--- config.mk ---
export PLATFORM = sky130hd
export DESIGN_NAME = display_line_status_irq_flat
export DESIGN_NICKNAME = d
export VERILOG_FILES = /design/src/rtl/dlsi_pkg.sv /design/src/rtl/dlsi_in_if.sv /design/src/rtl/dlsi_out_if.sv /design/src/rtl/dlsi_core.sv /design/src/rtl/display_line_status_irq.sv /design/src/flat_wrapper.sv
export SDC_FILE = /design/constraint.sdc
export NUM_CORES = 1
export LEC_CHECK = 0
export ABC_CLOCK_PERIOD_IN_PS = 2950
export BUFFER_PORTS_ARGS = -buffer_cell sky130_fd_sc_hd__buf_2
export CAP_MARGIN = 10
export CORE_ASPECT_RATIO = 0.75
export CORE_MARGIN = 4
export CORE_UTILIZATION = 40
export DETAILED_ROUTE_END_ITERATION = 8
export SLEW_MARGIN = 20
export SYNTH_ARGS = -nofsm -noshare
export SYNTH_HDL_FRONTEND = slang
export SYNTH_SLANG_ARGS = --single-unit
--- constraint.sdc ---
create_clock -name clk -period 2.95 [get_ports clk]
set_input_delay 0.4425 -clock clk [delete_from_list [all_inputs] [get_ports clk]]
set_output_delay 0.4425 -clock clk [all_outputs]
set_load 0.1 [all_outputs]
--- src/rtl/dlsi_pkg.sv ---
`timescale 1ns / 1ps
package dlsi_pkg;

  localparam int DEF_TOTAL_LINES   = 263;
  localparam int DEF_VISIBLE_LINES = 192;

  localparam int STATUS_W = 16;
  localparam int LINE_W   = 9;
  localparam int NUM_CPU  = 2;

  localparam logic [STATUS_W-1:0] WRITABLE_MASK = 16'hFFB8;

  localparam int BIT_VBLANK    = 0;
  localparam int BIT_HBLANK    = 1;
  localparam int BIT_MATCH     = 2;
  localparam int BIT_EN_VBLANK = 3;
  localparam int BIT_EN_HBLANK = 4;
  localparam int BIT_EN_MATCH  = 5;

  typedef enum logic [1:0] {
    OP_HBLANK = 2'd0,
    OP_EOL    = 2'd1,
    OP_WRITE  = 2'd2
  } op_t;

  typedef logic [STATUS_W-1:0] status_t;

  typedef struct packed {
    logic [1:0]          operation;
    logic                cpu_select;
    logic [STATUS_W-1:0] write_mask;
    logic [STATUS_W-1:0] write_value;
  } item_t;

  typedef struct packed {
    logic [STATUS_W-1:0] status_cpu0;
    logic [STATUS_W-1:0] status_cpu1;
    logic [LINE_W-1:0]   line_number;
    logic [NUM_CPU-1:0]  hblank_irq;
    logic [NUM_CPU-1:0]  match_irq;
    logic [NUM_CPU-1:0]  vblank_irq;
    logic                vblank_dma;
    logic                frame_ready;
  } result_t;

  // match value: bit 8 from bit 7, bits 7..0 from the high byte
  function automatic logic [LINE_W-1:0] match_value(input status_t s);
    return {s[7], s[15:8]};
  endfunction

endpackage

--- src/rtl/dlsi_in_if.sv ---
`timescale 1ns / 1ps
interface dlsi_in_if import dlsi_pkg::*; ();
  logic                valid;
  logic                ready;
  logic [1:0]          operation;
  logic                cpu_select;
  logic [STATUS_W-1:0] write_mask;
  logic [STATUS_W-1:0] write_value;

  modport source (output valid, output operation, output cpu_select,
                  output write_mask, output write_value, input ready);
  modport sink   (input valid, input operation, input cpu_select,
                  input write_mask, input write_value, output ready);
endinterface

--- src/rtl/dlsi_out_if.sv ---
`timescale 1ns / 1ps
interface dlsi_out_if import dlsi_pkg::*; ();
  logic                valid;
  logic                ready;
  logic [STATUS_W-1:0] status_cpu0;
  logic [STATUS_W-1:0] status_cpu1;
  logic [LINE_W-1:0]   line_number;
  logic [NUM_CPU-1:0]  hblank_irq;
  logic [NUM_CPU-1:0]  match_irq;
  logic [NUM_CPU-1:0]  vblank_irq;
  logic                vblank_dma;
  logic                frame_ready;

  modport source (output valid, output status_cpu0, output status_cpu1,
                  output line_number, output hblank_irq, output match_irq,
                  output vblank_irq, output vblank_dma, output frame_ready,
                  input ready);
  modport sink   (input valid, input status_cpu0, input status_cpu1,
                  input line_number, input hblank_irq, input match_irq,
                  input vblank_irq, input vblank_dma, input frame_ready,
                  output ready);
endinterface

--- src/rtl/dlsi_core.sv ---
`timescale 1ns / 1ps
module dlsi_core import dlsi_pkg::*; #(
  parameter int TOTAL_LINES   = DEF_TOTAL_LINES,
  parameter int VISIBLE_LINES = DEF_VISIBLE_LINES
) (
  input  item_t                  item,
  input  status_t [NUM_CPU-1:0]  status,
  input  logic [LINE_W-1:0]      line_count,
  output status_t [NUM_CPU-1:0]  status_next,
  output logic [LINE_W-1:0]      line_next,
  output result_t                res
);

  localparam logic [LINE_W-1:0] VIS_LINE   = LINE_W'(VISIBLE_LINES);
  localparam logic [LINE_W-1:0] LAST_LINE  = LINE_W'(TOTAL_LINES - 1);
  localparam logic [LINE_W-1:0] TOTAL_LINE = LINE_W'(TOTAL_LINES);

  logic [LINE_W-1:0]   line_inc;
  logic [STATUS_W-1:0] wmask;
  logic [NUM_CPU-1:0]  hit;
  logic [NUM_CPU-1:0]  hirq;
  logic [NUM_CPU-1:0]  mirq;
  logic [NUM_CPU-1:0]  virq;
  logic                dma;

  assign line_inc = line_count + LINE_W'(1);
  assign wmask    = item.write_mask & WRITABLE_MASK;

  always_comb begin
    for (int i = 0; i < NUM_CPU; i++) begin
      hit[i] = (line_count == match_value(status[i]));
    end
  end

  always_comb begin
    status_next = status;
    line_next   = line_count;
    hirq        = '0;
    mirq        = '0;
    virq        = '0;
    dma         = 1'b0;
    case (item.operation)
      OP_HBLANK: begin
        for (int i = 0; i < NUM_CPU; i++) begin
          status_next[i][BIT_HBLANK] = 1'b1;
          hirq[i] = status[i][BIT_EN_HBLANK];
        end
      end
      OP_EOL: begin
        for (int i = 0; i < NUM_CPU; i++) begin
          status_next[i][BIT_MATCH]  = hit[i];
          status_next[i][BIT_HBLANK] = 1'b0;
          mirq[i] = hit[i] & status[i][BIT_EN_MATCH];
          if (line_inc == VIS_LINE) begin
            status_next[i][BIT_VBLANK] = 1'b1;
            virq[i] = status[i][BIT_EN_VBLANK];
          end else if (line_inc == LAST_LINE) begin
            status_next[i][BIT_VBLANK] = 1'b0;
          end
        end
        if (line_inc == VIS_LINE) begin
          dma       = 1'b1;
          line_next = line_inc;
        end else if (line_inc == LAST_LINE) begin
          line_next = line_inc;
        end else if (line_inc == TOTAL_LINE) begin
          line_next = '0;
        end else begin
          line_next = line_inc;
        end
      end
      OP_WRITE: begin
        status_next[item.cpu_select] = (status[item.cpu_select] & ~wmask)
                                     | (item.write_value & wmask);
      end
      default: begin
      end
    endcase
  end

  always_comb begin
    res.status_cpu0 = status_next[0];
    res.status_cpu1 = status_next[1];
    res.line_number = line_next;
    res.hblank_irq  = hirq;
    res.match_irq   = mirq;
    res.vblank_irq  = virq;
    res.vblank_dma  = dma;
    res.frame_ready = dma;
  end

endmodule

--- src/rtl/display_line_status_irq.sv ---
`timescale 1ns / 1ps
// Display line timing and status for two processors. One item is taken per
// clock cycle while the result is not stalled; each item is held in the input
// register and then moves into the result register, from which its result is
// presented for transfer.
// Status registers and the line counter update when an item moves from the
// input register into the result register, so back-to-back items see each
// other's effects in order. A stalled result holds the result register and
// then the input register; input is taken again as soon as either frees up.
module display_line_status_irq import dlsi_pkg::*; #(
  parameter int TOTAL_LINES   = DEF_TOTAL_LINES,
  parameter int VISIBLE_LINES = DEF_VISIBLE_LINES
) (
  input  logic       clk,
  input  logic       rst,
  dlsi_in_if.sink    item,
  dlsi_out_if.source result
);

  logic                   stage_valid;
  item_t                  stage_item;
  status_t [NUM_CPU-1:0]  status;
  status_t [NUM_CPU-1:0]  status_next;
  logic [LINE_W-1:0]      line_count;
  logic [LINE_W-1:0]      line_next;
  logic                   out_valid;
  result_t                out_data;
  result_t                res;
  logic                   advance;
  logic                   take;

  assign advance    = stage_valid && (!out_valid || result.ready);
  assign item.ready = !stage_valid || advance;
  assign take       = item.valid && item.ready;

  dlsi_core #(
    .TOTAL_LINES   (TOTAL_LINES),
    .VISIBLE_LINES (VISIBLE_LINES)
  ) u_core (
    .item        (stage_item),
    .status      (status),
    .line_count  (line_count),
    .status_next (status_next),
    .line_next   (line_next),
    .res         (res)
  );

  // input register
  always_ff @(posedge clk) begin
    if (rst) begin
      stage_valid <= 1'b0;
    end else if (item.ready) begin
      stage_valid <= item.valid;
    end
  end

  always_ff @(posedge clk) begin
    if (take) begin
      stage_item.operation   <= item.operation;
      stage_item.cpu_select  <= item.cpu_select;
      stage_item.write_mask  <= item.write_mask;
      stage_item.write_value <= item.write_value;
    end
  end

  // state
  always_ff @(posedge clk) begin
    if (rst) begin
      status     <= '0;
      line_count <= '0;
    end else if (advance) begin
      status     <= status_next;
      line_count <= line_next;
    end
  end

  // result register
  always_ff @(posedge clk) begin
    if (rst) begin
      out_valid <= 1'b0;
    end else if (advance) begin
      out_valid <= 1'b1;
    end else if (result.ready) begin
      out_valid <= 1'b0;
    end
  end

  always_ff @(posedge clk) begin
    if (advance) begin
      out_data <= res;
    end
  end

  assign result.valid       = out_valid;
  assign result.status_cpu0 = out_data.status_cpu0;
  assign result.status_cpu1 = out_data.status_cpu1;
  assign result.line_number = out_data.line_number;
  assign result.hblank_irq  = out_data.hblank_irq;
  assign result.match_irq   = out_data.match_irq;
  assign result.vblank_irq  = out_data.vblank_irq;
  assign result.vblank_dma  = out_data.vblank_dma;
  assign result.frame_ready = out_data.frame_ready;

endmodule

--- src/flat_wrapper.sv ---
// flat-port wrapper written by rule: the top's interface ports become plain ports
module display_line_status_irq_flat import dlsi_pkg::*;
#(
  parameter int TOTAL_LINES   = DEF_TOTAL_LINES,
  parameter int VISIBLE_LINES = DEF_VISIBLE_LINES
)
  (clk, rst, item_valid, item_operation, item_cpu_select, item_write_mask, item_write_value, item_ready, result_valid, result_status_cpu0, result_status_cpu1, result_line_number, result_hblank_irq, result_match_irq, result_vblank_irq, result_vblank_dma, result_frame_ready, result_ready);
  dlsi_in_if item_i ();
  dlsi_out_if result_i ();
  input  logic clk;
  input  logic rst;
  input wire logic [$bits(item_i.valid)-1:0] item_valid;
  input wire logic [$bits(item_i.operation)-1:0] item_operation;
  input wire logic [$bits(item_i.cpu_select)-1:0] item_cpu_select;
  input wire logic [$bits(item_i.write_mask)-1:0] item_write_mask;
  input wire logic [$bits(item_i.write_value)-1:0] item_write_value;
  output wire logic [$bits(item_i.ready)-1:0] item_ready;
  output wire logic [$bits(result_i.valid)-1:0] result_valid;
  output wire logic [$bits(result_i.status_cpu0)-1:0] result_status_cpu0;
  output wire logic [$bits(result_i.status_cpu1)-1:0] result_status_cpu1;
  output wire logic [$bits(result_i.line_number)-1:0] result_line_number;
  output wire logic [$bits(result_i.hblank_irq)-1:0] result_hblank_irq;
  output wire logic [$bits(result_i.match_irq)-1:0] result_match_irq;
  output wire logic [$bits(result_i.vblank_irq)-1:0] result_vblank_irq;
  output wire logic [$bits(result_i.vblank_dma)-1:0] result_vblank_dma;
  output wire logic [$bits(result_i.frame_ready)-1:0] result_frame_ready;
  input wire logic [$bits(result_i.ready)-1:0] result_ready;
  assign item_i.valid = item_valid;
  assign item_i.operation = item_operation;
  assign item_i.cpu_select = item_cpu_select;
  assign item_i.write_mask = item_write_mask;
  assign item_i.write_value = item_write_value;
  assign item_ready = item_i.ready;
  assign result_valid = result_i.valid;
  assign result_status_cpu0 = result_i.status_cpu0;
  assign result_status_cpu1 = result_i.status_cpu1;
  assign result_line_number = result_i.line_number;
  assign result_hblank_irq = result_i.hblank_irq;
  assign result_match_irq = result_i.match_irq;
  assign result_vblank_irq = result_i.vblank_irq;
  assign result_vblank_dma = result_i.vblank_dma;
  assign result_frame_ready = result_i.frame_ready;
  assign result_i.ready = result_ready;
  display_line_status_irq #(.TOTAL_LINES(TOTAL_LINES), .VISIBLE_LINES(VISIBLE_LINES)) u_core (.clk(clk), .rst(rst), .item(item_i), .result(result_i));
endmodule
* Word level (Yosys, flattened, before mapping)
Cells that the tools add are included.
** Storage, ports and cells
- Output and inout port bits :: 51
- Logic and storage cells :: 66
- Register bits after elaboration :: 126
** Operators by class
- Add/subtract/negate cells :: 1
- Bitwise gates (word level) :: 6
- Muxes and demuxes :: 24
- Order comparisons :: 2
- Eq/ne operators :: 7
- Reductions and logical operators :: 10
** Operators with widths (count)
- $mux W16 :: 3
- $mux W9 :: 4
- $and A16 B16 Y16 :: 2
- $bwmux W32 :: 1
- $mux W13 :: 2
- $eq A9 B9 Y1 :: 2
- $eq A9 B9 Y1 const B :: 2
- $demux W16 S1 :: 1
- $not A16 Y16 :: 1
- $or A16 B16 Y16 :: 1
- $add A9 B1 Y9 const B :: 1
- $eq A9 B8 Y1 const B :: 1
- $pmux W1 S2 :: 4
- $mux W1 :: 7
- $pmux W1 S3 :: 2
- $logic_and A1 B1 Y1 :: 3
- $and A1 B1 Y1 :: 2
- $eq A2 B1 Y1 const B :: 1
- $eq A2 B2 Y1 const B :: 1
- $logic_not A1 Y1 :: 2
- $logic_not A2 Y1 :: 1
- $logic_or A1 B1 Y1 :: 2
- $lt A1 B2 Y1 const B :: 1
- $reduce_and A2 Y1 :: 1
- 2 further kinds :: 2

* Longest topological paths before layout
Gate-level depths: netlist of the first run.
- Word-level depth :: 6
- Depth in mapped cells :: 8
- Depth with buffers taken out :: 7

* By module
From an unflattened synthesis of the first run, not the netlist that was laid out.
** Unflattened totals
- Cell total of the unflattened synthesis :: 499
- Area total of the unflattened synthesis :: 6118.4 um^2
** By module, submodules not included
- display_line_status_irq :: cells each 272, sequential area each 3383.2 um^2, area each 4480.5 um^2, instances 1
- dlsi_core :: cells each 227, sequential area each 0.0 um^2, area each 1637.8 um^2, instances 1

* Worst setup path after synthesis of the first run
No wires, ideal clock.
- Path type :: register to register
- Start :: register u_core.out_valid (netlist: u_core.result.valid)
- End :: register u_core.out_data (netlist bit u_core.result.hblank_irq[0]) (enable)
- Buffers on the path :: 1
- Arrival :: 2586 ps
- Slack :: -67 ps
- Stages on the path, launching flop included :: 5
- Required time :: 2519 ps
- Cells stage by stage :: dfxtp_1 nand2b_1 nand2_1 inv_1 clkbuf_1
** On the way
- Longest elaborated chain between the ends :: 3
** Ends and longest elaborated chain
- start, declared :: line display_line_status_irq.sv:26 : logic out_valid;
- start signal, assigned :: line display_line_status_irq.sv:80 : out_valid <= 1'b0;
- start signal, assigned :: line display_line_status_irq.sv:82 : out_valid <= 1'b1;
- start signal, assigned :: line display_line_status_irq.sv:84 : out_valid <= 1'b0;
- $logic_not A1 Y1 :: line display_line_status_irq.sv:32 : assign advance = stage_valid && (!out_valid || result.ready);
- $logic_or A1 B1 Y1 :: line display_line_status_irq.sv:32
- $logic_and A1 B1 Y1 :: line display_line_status_irq.sv:32
- named net u_core.advance :: line display_line_status_irq.sv:29 : logic advance;
- end signal, assigned :: line display_line_status_irq.sv:90 : out_data <= res;
- end, declared :: line display_line_status_irq.sv:27 : result_t out_data;
The timed path passes the listed nets, and every way through them passes these cells.
A chain may end at the register's enable or synchronous reset.

==> results of run 1 <==
final timing paths:
kind / startpoint / endpoint / slack, ps / cells past startpoint
max: u_core.line_count[3] / u_core.result.status_cpu1[0] / 580 / 5
min: item_write_value[15] / u_core.stage_item[15] / 210 / 1
max reg2reg: u_core.line_count[3] / u_core.result.status_cpu1[0] / 580 / 5
min reg2reg: u_core.status[22] / u_core.result.status_cpu1[6] / 430 / 0
per-stage QoR:
stage	setup WS, ps	hold WS (ps)	power (mW)	area (um^2)	utilization (%)
final	584	206	4.37	6220	50.5
after global routing	436	187	4.51	6220	50.5
after CTS	611	191	4.41	6220	50.5
after detailed placement	620	415	2.24	5590	45.4
after global placement	663	414	2.24	5590	45.4
after floorplan	61.8	436	2.16	5040	-
cells by family (layout without fill, tap and decap cells):
| kind of cell | after synthesis | count (layout) | synth area share (%) |
|---|---|---|---|
| buffers and inverters | 36 | 131 | 3.35 |
| and+or+nand+nor | 162 | 162 | 15.3 |
| DFF | 118 | 118 | 61.8 |
| muxes | 25 | 25 | 5.56 |
| AOI/OAI and AO/OA | 60 | 60 | 7.30 |
| xor gates and xnor gates | 27 | 27 | 4.69 |
| adders and majority gates | 8 | 8 | 1.99 |
metal layers:
| layer | part of all wire [%] | up-vias |
|---|---|---|
| met3 | 7.7 | 9 |
| met2 | 44 | 126 |
| met1 | 47 | 1603 |
| li1 | - | 1689 |
| met4 | 1.1 | 0 |
| met5 | 0 | - |
power by group through the flow:
stage,clock network (mW),logic [mW],registers [mW]
detailed placement,0,0.371,1.87
finish,2.16,0.369,1.84
global placement,0,0.368,1.87
global route,2.28,0.390,1.84
floorplan,0,0.102,2.05
CTS,2.19,0.373,1.84
cell usage in the layout (no fill, tap or decap), drive strengths merged, types with 10 or more instances in the layout:
cell type	instances
nand2	89
mux2	24
buf	89
dfxtp	43
inv	10
and2	10
xnor2	22
edfxtp	75
clkbuf	22
a21oi	32
nor2	17
registers in the layout (all words and copies together) (netlist names):
| name | cells |
|---|---|
| u_core.status | 32 |
| u_core.stage_valid | 1 |
| u_core.result.hblank_irq | 2 |
| u_core.result.line_number | 9 |
| u_core.result.status_cpu0 | 16 |
| u_core.result.vblank_dma | 1 |
| u_core.result.status_cpu1 | 16 |
| u_core.result.match_irq | 2 |
| u_core.result.vblank_irq | 2 |
| u_core.stage_item | 27 |
| u_core.result.valid | 1 |
| u_core.line_count | 9 |
layout make-up:
type / count / area [um^2]
well taps: 166 / 208
multi-input cells: 282 / 1760
fillers: 1095 / 6090
repair buffers: 89 / 478
clock inverters: 10 / 150
inverters: 10 / 37.5
clock buffers: 22 / 474
flip-flops and latches: 118 / 3110
worst reg2reg max path, stage by stage, from the launching register on:
cell	delay [ps]
dfxtp_1	690
nand4_2	270
or3_1	450
a221oi_1	360
o21ai_1	140
a22o_1	200
==> impl_metrics.env, run 1 <==
export IMPL_arrival_ps=2520
export IMPL_vias=3427
export IMPL_overflow=0
export IMPL_placed_cells=665
export IMPL_yosysUniqueCellTypes=49
export IMPL_leakage_nw=2.37
export IMPL_clock_sinks=118
export IMPL_start_util_pct=40.9
export IMPL_worstSkewPairLatency_ps=410
export IMPL_grt_busiest_layer="met2"
export IMPL_avgSynthCellArea_um2=11.6
export IMPL_finalSetupTns_ps=0
export IMPL_yosysWarnings=0
export IMPL_start_kind="flop"
export IMPL_post_dp_hpwl_um=7280
export IMPL_wl_um=11000
export IMPL_switchingPower_mw=1.02
export IMPL_pwr_share_seq_pct=42.1
export IMPL_final_nets=565
export IMPL_cts_max_path_buffers=2
export IMPL_grt_use_met3_pct=5.58
export IMPL_grt_use_total_pct=15.4
export IMPL_clkTransAtPathRegs_ps=50
export IMPL_power_density_nw_per_um2=703
export IMPL_rows=35
export IMPL_cts_tree="yes"
export IMPL_io_pins=90
export IMPL_synthToLayoutAreaGrowth_pct=23.4
export IMPL_synth_flop_cell="edfxtp_1"
export IMPL_drc=0
export IMPL_period_needed_ps=2370
export IMPL_max_cap_violations=0
export IMPL_synth_edf_count=75
export IMPL_drive_above_1_share_pct=27.9
export IMPL_synth_commonest_cells="nand2_1, edfxtp_1, dfxtp_1, a21oi_1, mux2_2"
export IMPL_grt_use_met1_pct=21.5
export IMPL_drv_slew=0
export IMPL_ys_seq_area_share_pct=61.8
export IMPL_cts_resized=0
export IMPL_grt_pass1_vias=3204
export IMPL_tightest_slew_ps=850
export IMPL_syn_num_nets=483
export IMPL_coreArea_um2=12300
export IMPL_dr_pass1_iters=4
export IMPL_synth_most_common_cell="nand2_1"
export IMPL_cp_data_required_time_ps=3100
export IMPL_cts_setup_buffers=0
export IMPL_numCtsBuffers=17
export IMPL_syn_area_um2=5040
export IMPL_ant_nets=0
export IMPL_rsz0062_at_grt="no"
export IMPL_yosys_top_cells_area="edfxtp_1, dfxtp_1, nand2_1"
export IMPL_drtIter0Drc=188
export IMPL_synth_top_area_cell="edfxtp_1"
export IMPL_clock_fmax_mhz=423
export IMPL_status="finished clean"
export IMPL_wl_per_cell_um=15.7
export IMPL_grt_pass1_wl_um=16800
export IMPL_htree_levels=4
export IMPL_setup_viol=0
export IMPL_finClkSkew_ps=9.27
export IMPL_ys_ff_latch=118
export IMPL_viasPerCell=4.92
export IMPL_clockRootBuffer="clkbuf_16"
export IMPL_portBuffers=81
export IMPL_relSlewSlack_pct=43.3
export IMPL_grt_met2_usage_pct=22.3
export IMPL_synthArstFlopShare_pct=0
export IMPL_grt_max_degree=44
export IMPL_diodes=0
export IMPL_path_buf_inv=0
export IMPL_die_h_um=105
export IMPL_setup_worst_path_class="reg -> reg"
export IMPL_ir_worst_vdd_mv=0.579
export IMPL_dieArea_um2=14500
export IMPL_antenna_found_initial=0
export IMPL_slowest_delay_ps=690
export IMPL_gp_congestion=0.796
export IMPL_swShare_pct=23.2
export IMPL_hold_buffers=0
export IMPL_hold_path_class="in -> reg"
export IMPL_die_w_um=138
export IMPL_crit_slowest_cell="dfxtp_1"
export IMPL_crit_chain="nand4_2 > or3_1 > a221oi_1 > o21ai_1 > a22o_1"
export IMPL_fin_crit_sh_pct=80.2
export IMPL_cpLargestDelayFamily="simple AND/OR/NAND/NOR gates"
export IMPL_p_comb_share_pct=8.4
export IMPL_crit_path_end_kind="flop"
export IMPL_cp_max_fo=15
export IMPL_instances_no_fill=697
export IMPL_internal_power_mw=3.36
export IMPL_syn_inst=436
export IMPL_hold_viol=0
export IMPL_p_clk_share_pct=49.5
export IMPL_synth_top_area_share_pct=44.7
(Power assumes the default switching activity.)
==> run 2: changes to the inputs <==
Settings changed: ABC_AREA set to 1, ABC_CLOCK_PERIOD_IN_PS 2950 to 2000.
Clock period 2.95 ns to 2 ns, I/O delays scaled along.
==> run 2 against run 1 <==
Synthesized cell count up 31%; utilization grew 1.9 points; sequential share of layout area is 2.8 points lower; first-iteration DRC count rose by 82%; synthesized area increased by 4.0%; register-to-register slack worse by 400 ps; worst hold slack worse by 140 ps; critical path depth up 1; total power is 70% higher; wire length increased by 9.3%; global-route usage grew 1.1 points; highest routed layer unchanged.
==> impl_metrics.env, run 2 <==
export IMPL_clock_fmax_mhz=549
export IMPL_ys_seq_area_share_pct=59.4
export IMPL_crit_slowest_cell="o21ai_0"
export IMPL_coreArea_um2=12600
export IMPL_synth_most_common_cell="nand2_1"
export IMPL_tightest_slew_ps=653
export IMPL_synth_flop_cell="edfxtp_1"
export IMPL_numCtsBuffers=17
export IMPL_syn_num_nets=620
export IMPL_synth_commonest_cells="nand2_1, inv_1, o21ai_0, edfxtp_1, dfxtp_1"
export IMPL_clockRootBuffer="clkbuf_16"
export IMPL_relSlewSlack_pct=56.5
export IMPL_cp_common_cell="inv_1"
export IMPL_yosysUniqueCellTypes=28
export IMPL_worstSkewPairLatency_ps=410
export IMPL_io_pins=90
export IMPL_start_util_pct=41.7
export IMPL_synthArstFlopShare_pct=0
export IMPL_gp_congestion=0.835
export IMPL_fin_ws_ps=179
export IMPL_hold_viol=0
export IMPL_ys_ff_latch=118
export IMPL_start_kind="flop"
export IMPL_setup_viol=0
export IMPL_finClkSkew_ps=8.70
export IMPL_synth_edf_count=75
export IMPL_avgSynthCellArea_um2=9.14
export IMPL_max_cap_violations=0
export IMPL_die_h_um=107
export IMPL_portBuffers=81
export IMPL_rows=35
export IMPL_regArea_um2=3120
export IMPL_wl_per_cell_um=14.3
export IMPL_clock_sinks=118
export IMPL_clkTransAtPathRegs_ps=60
export IMPL_yosys_top_cells_area="edfxtp_1, dfxtp_1, nand2_1"
export IMPL_ir_worst_vdd_mv=0.589
export IMPL_drc=0
export IMPL_arrival_ps=1940
export IMPL_drtIter0Drc=342
export IMPL_cts_setup_buffers=0
export IMPL_htree_levels=4
export IMPL_period_needed_ps=1820
export IMPL_hold_buffers=0
export IMPL_status="finished clean"
export IMPL_n_fill_cell=1145
export IMPL_grt_pass1_wl_um=19300
export IMPL_layout_commonest_cell="nand2_1"
export IMPL_final_util_pct=52.4
export IMPL_power_density_nw_per_um2=1130
export IMPL_leakage_nw=2.94
export IMPL_largest_register_ffs=32
export IMPL_post_dp_hpwl_um=8440
export IMPL_drv_slew=0
export IMPL_cts_max_path_buffers=2
export IMPL_syn_area_um2=5240
export IMPL_multi_input_area_um2=1660
export IMPL_overflow=0
export IMPL_reg_top3="u_core.status x32, u_core.stage_item x27"
export IMPL_final_cell_mix="nand2_1, inv_1, o21ai_0"
export IMPL_cp_data_required_time_ps=2120
export IMPL_viasPerCell=4.83
export IMPL_synthToLayoutAreaGrowth_pct=25.8
export IMPL_synth_top_area_cell="edfxtp_1"
export IMPL_finalPower_mw=7.43
export IMPL_grt_max_degree=70
export IMPL_grt_pass1_vias=3819
export IMPL_die_w_um=140
export IMPL_crit_path_end_kind="flop"
export IMPL_diodes=0
export IMPL_grt_use_total_pct=16.5
export IMPL_cts_tree="yes"
export IMPL_final_nets=707
export IMPL_wl_um=12000
export IMPL_crit_chain="inv_1 > ha_1 > nand2_1 > inv_1 > buf_12 > o21ai_0"
export IMPL_dr_pass1_iters=5
export IMPL_drive_above_1_share_pct=21.2
export IMPL_regMostFlops="u_core.status"
export IMPL_synth_top_area_share_pct=43.0
export IMPL_cp_max_fo=24
export IMPL_antenna_found_initial=0
export IMPL_rsz0062_at_grt="yes"
export IMPL_post_place_ws_ps=138
export IMPL_yosysWarnings=0
export IMPL_slowest_delay_ps=510
export IMPL_setup_worst_path_class="reg -> reg"
export IMPL_syn_inst=573
export IMPL_hold_path_class="in -> reg"
export IMPL_ant_nets=0
export IMPL_dieArea_um2=15000
export IMPL_fin_crit_sh_pct=91.0
export IMPL_vias=4050
## run 2: changes by cell type in the layout (fill, tap and decap cells not counted), moves of 7 or more
cell,previous run,this run
xnor2_1,22,0
nand3_1,3,18
inv_1,8,94
nor2b_1,7,0
nand2_1,89,115
a21oi_1,32,39
o21ai_0,7,85
o22ai_1,1,9
nor2_1,17,31
and2_1,10,0
mux2_2,24,0
## run 2: through the flow
step | instances | hold WS, ps | instance area (um^2) | TNS, ps
2_1_floorplan | 573 | 399 | 5250 | 0
3_3_place_gp | 807 | 410 | 5870 | 0
3_5_place_dp | 807 | 416 | 5870 | 0
4_1_cts | 839 | 52.1 | 6570 | 0
5_1_grt | 839 | 51.3 | 6590 | -4.85
6_report | 839 | 64.5 | 6590 | 0
## run 2: layer usage
metal	global-route usage (%)	wire, um
met1	23.2	5920
met2	24.2	5170
met3	4.01	711
met4	6.85	181
met5	0	0
## run 2: report_power, final
| group | switching, mW | internal (mW) |
|---|---|---|
| registers | 0.0771 | 2.76 |
| clock network | 1.09 | 2.53 |
| logic | 0.764 | 0.219 |
## run 2: cell type report
| type | instances | share of cell area [%] |
|---|---|---|
| Clock buffer | 20 | 6.93 |
| Clock inverter | 12 | 3.74 |
| Inverter | 97 | 5.52 |
| Multi-Input combinational cell | 332 | 25.2 |
| Sequential cell | 118 | 47.3 |
| Tap cell | 166 | 3.15 |
| Timing Repair Buffer | 94 | 8.20 |
## run 2: path summary, 6_finish.rpt
path | start | to | slack [ps] | cells after the start
worst max register to register | u_core.stage_item[33] | u_core.result.status_cpu1[9] | 180 | 6
worst max-delay path | u_core.stage_item[33] | u_core.result.status_cpu1[9] | 180 | 6
worst min-delay path | item_write_mask[5] | u_core.stage_item[21] | 60 | 1
worst min register to register | u_core.status[22] | u_core.status[22] | 420 | 2
## run 2: what timing repair did
item                                    in CTS  in global routing
endpoints found under the setup margin       0                  3
hold endpoints to repair                     0                  0
gates resized for setup                      0                  6
## run 2: kinds of logic after synthesis
group / share of synthesized area, %
simple gates: 14.3
flops: 59.4
fa+ha+maj: 1.91
compound gates: 13.6
buf+inv: 9.60
xor+xnor: 1.17
## run 2: critical path, delay by kind of cell (launching register included)
kind / cells / cell delay [ps]
compound gates: 1 / 510
flops: 1 / 390
buf+inv: 3 / 300
fa+ha+maj: 1 / 250
simple gates: 1 / 80
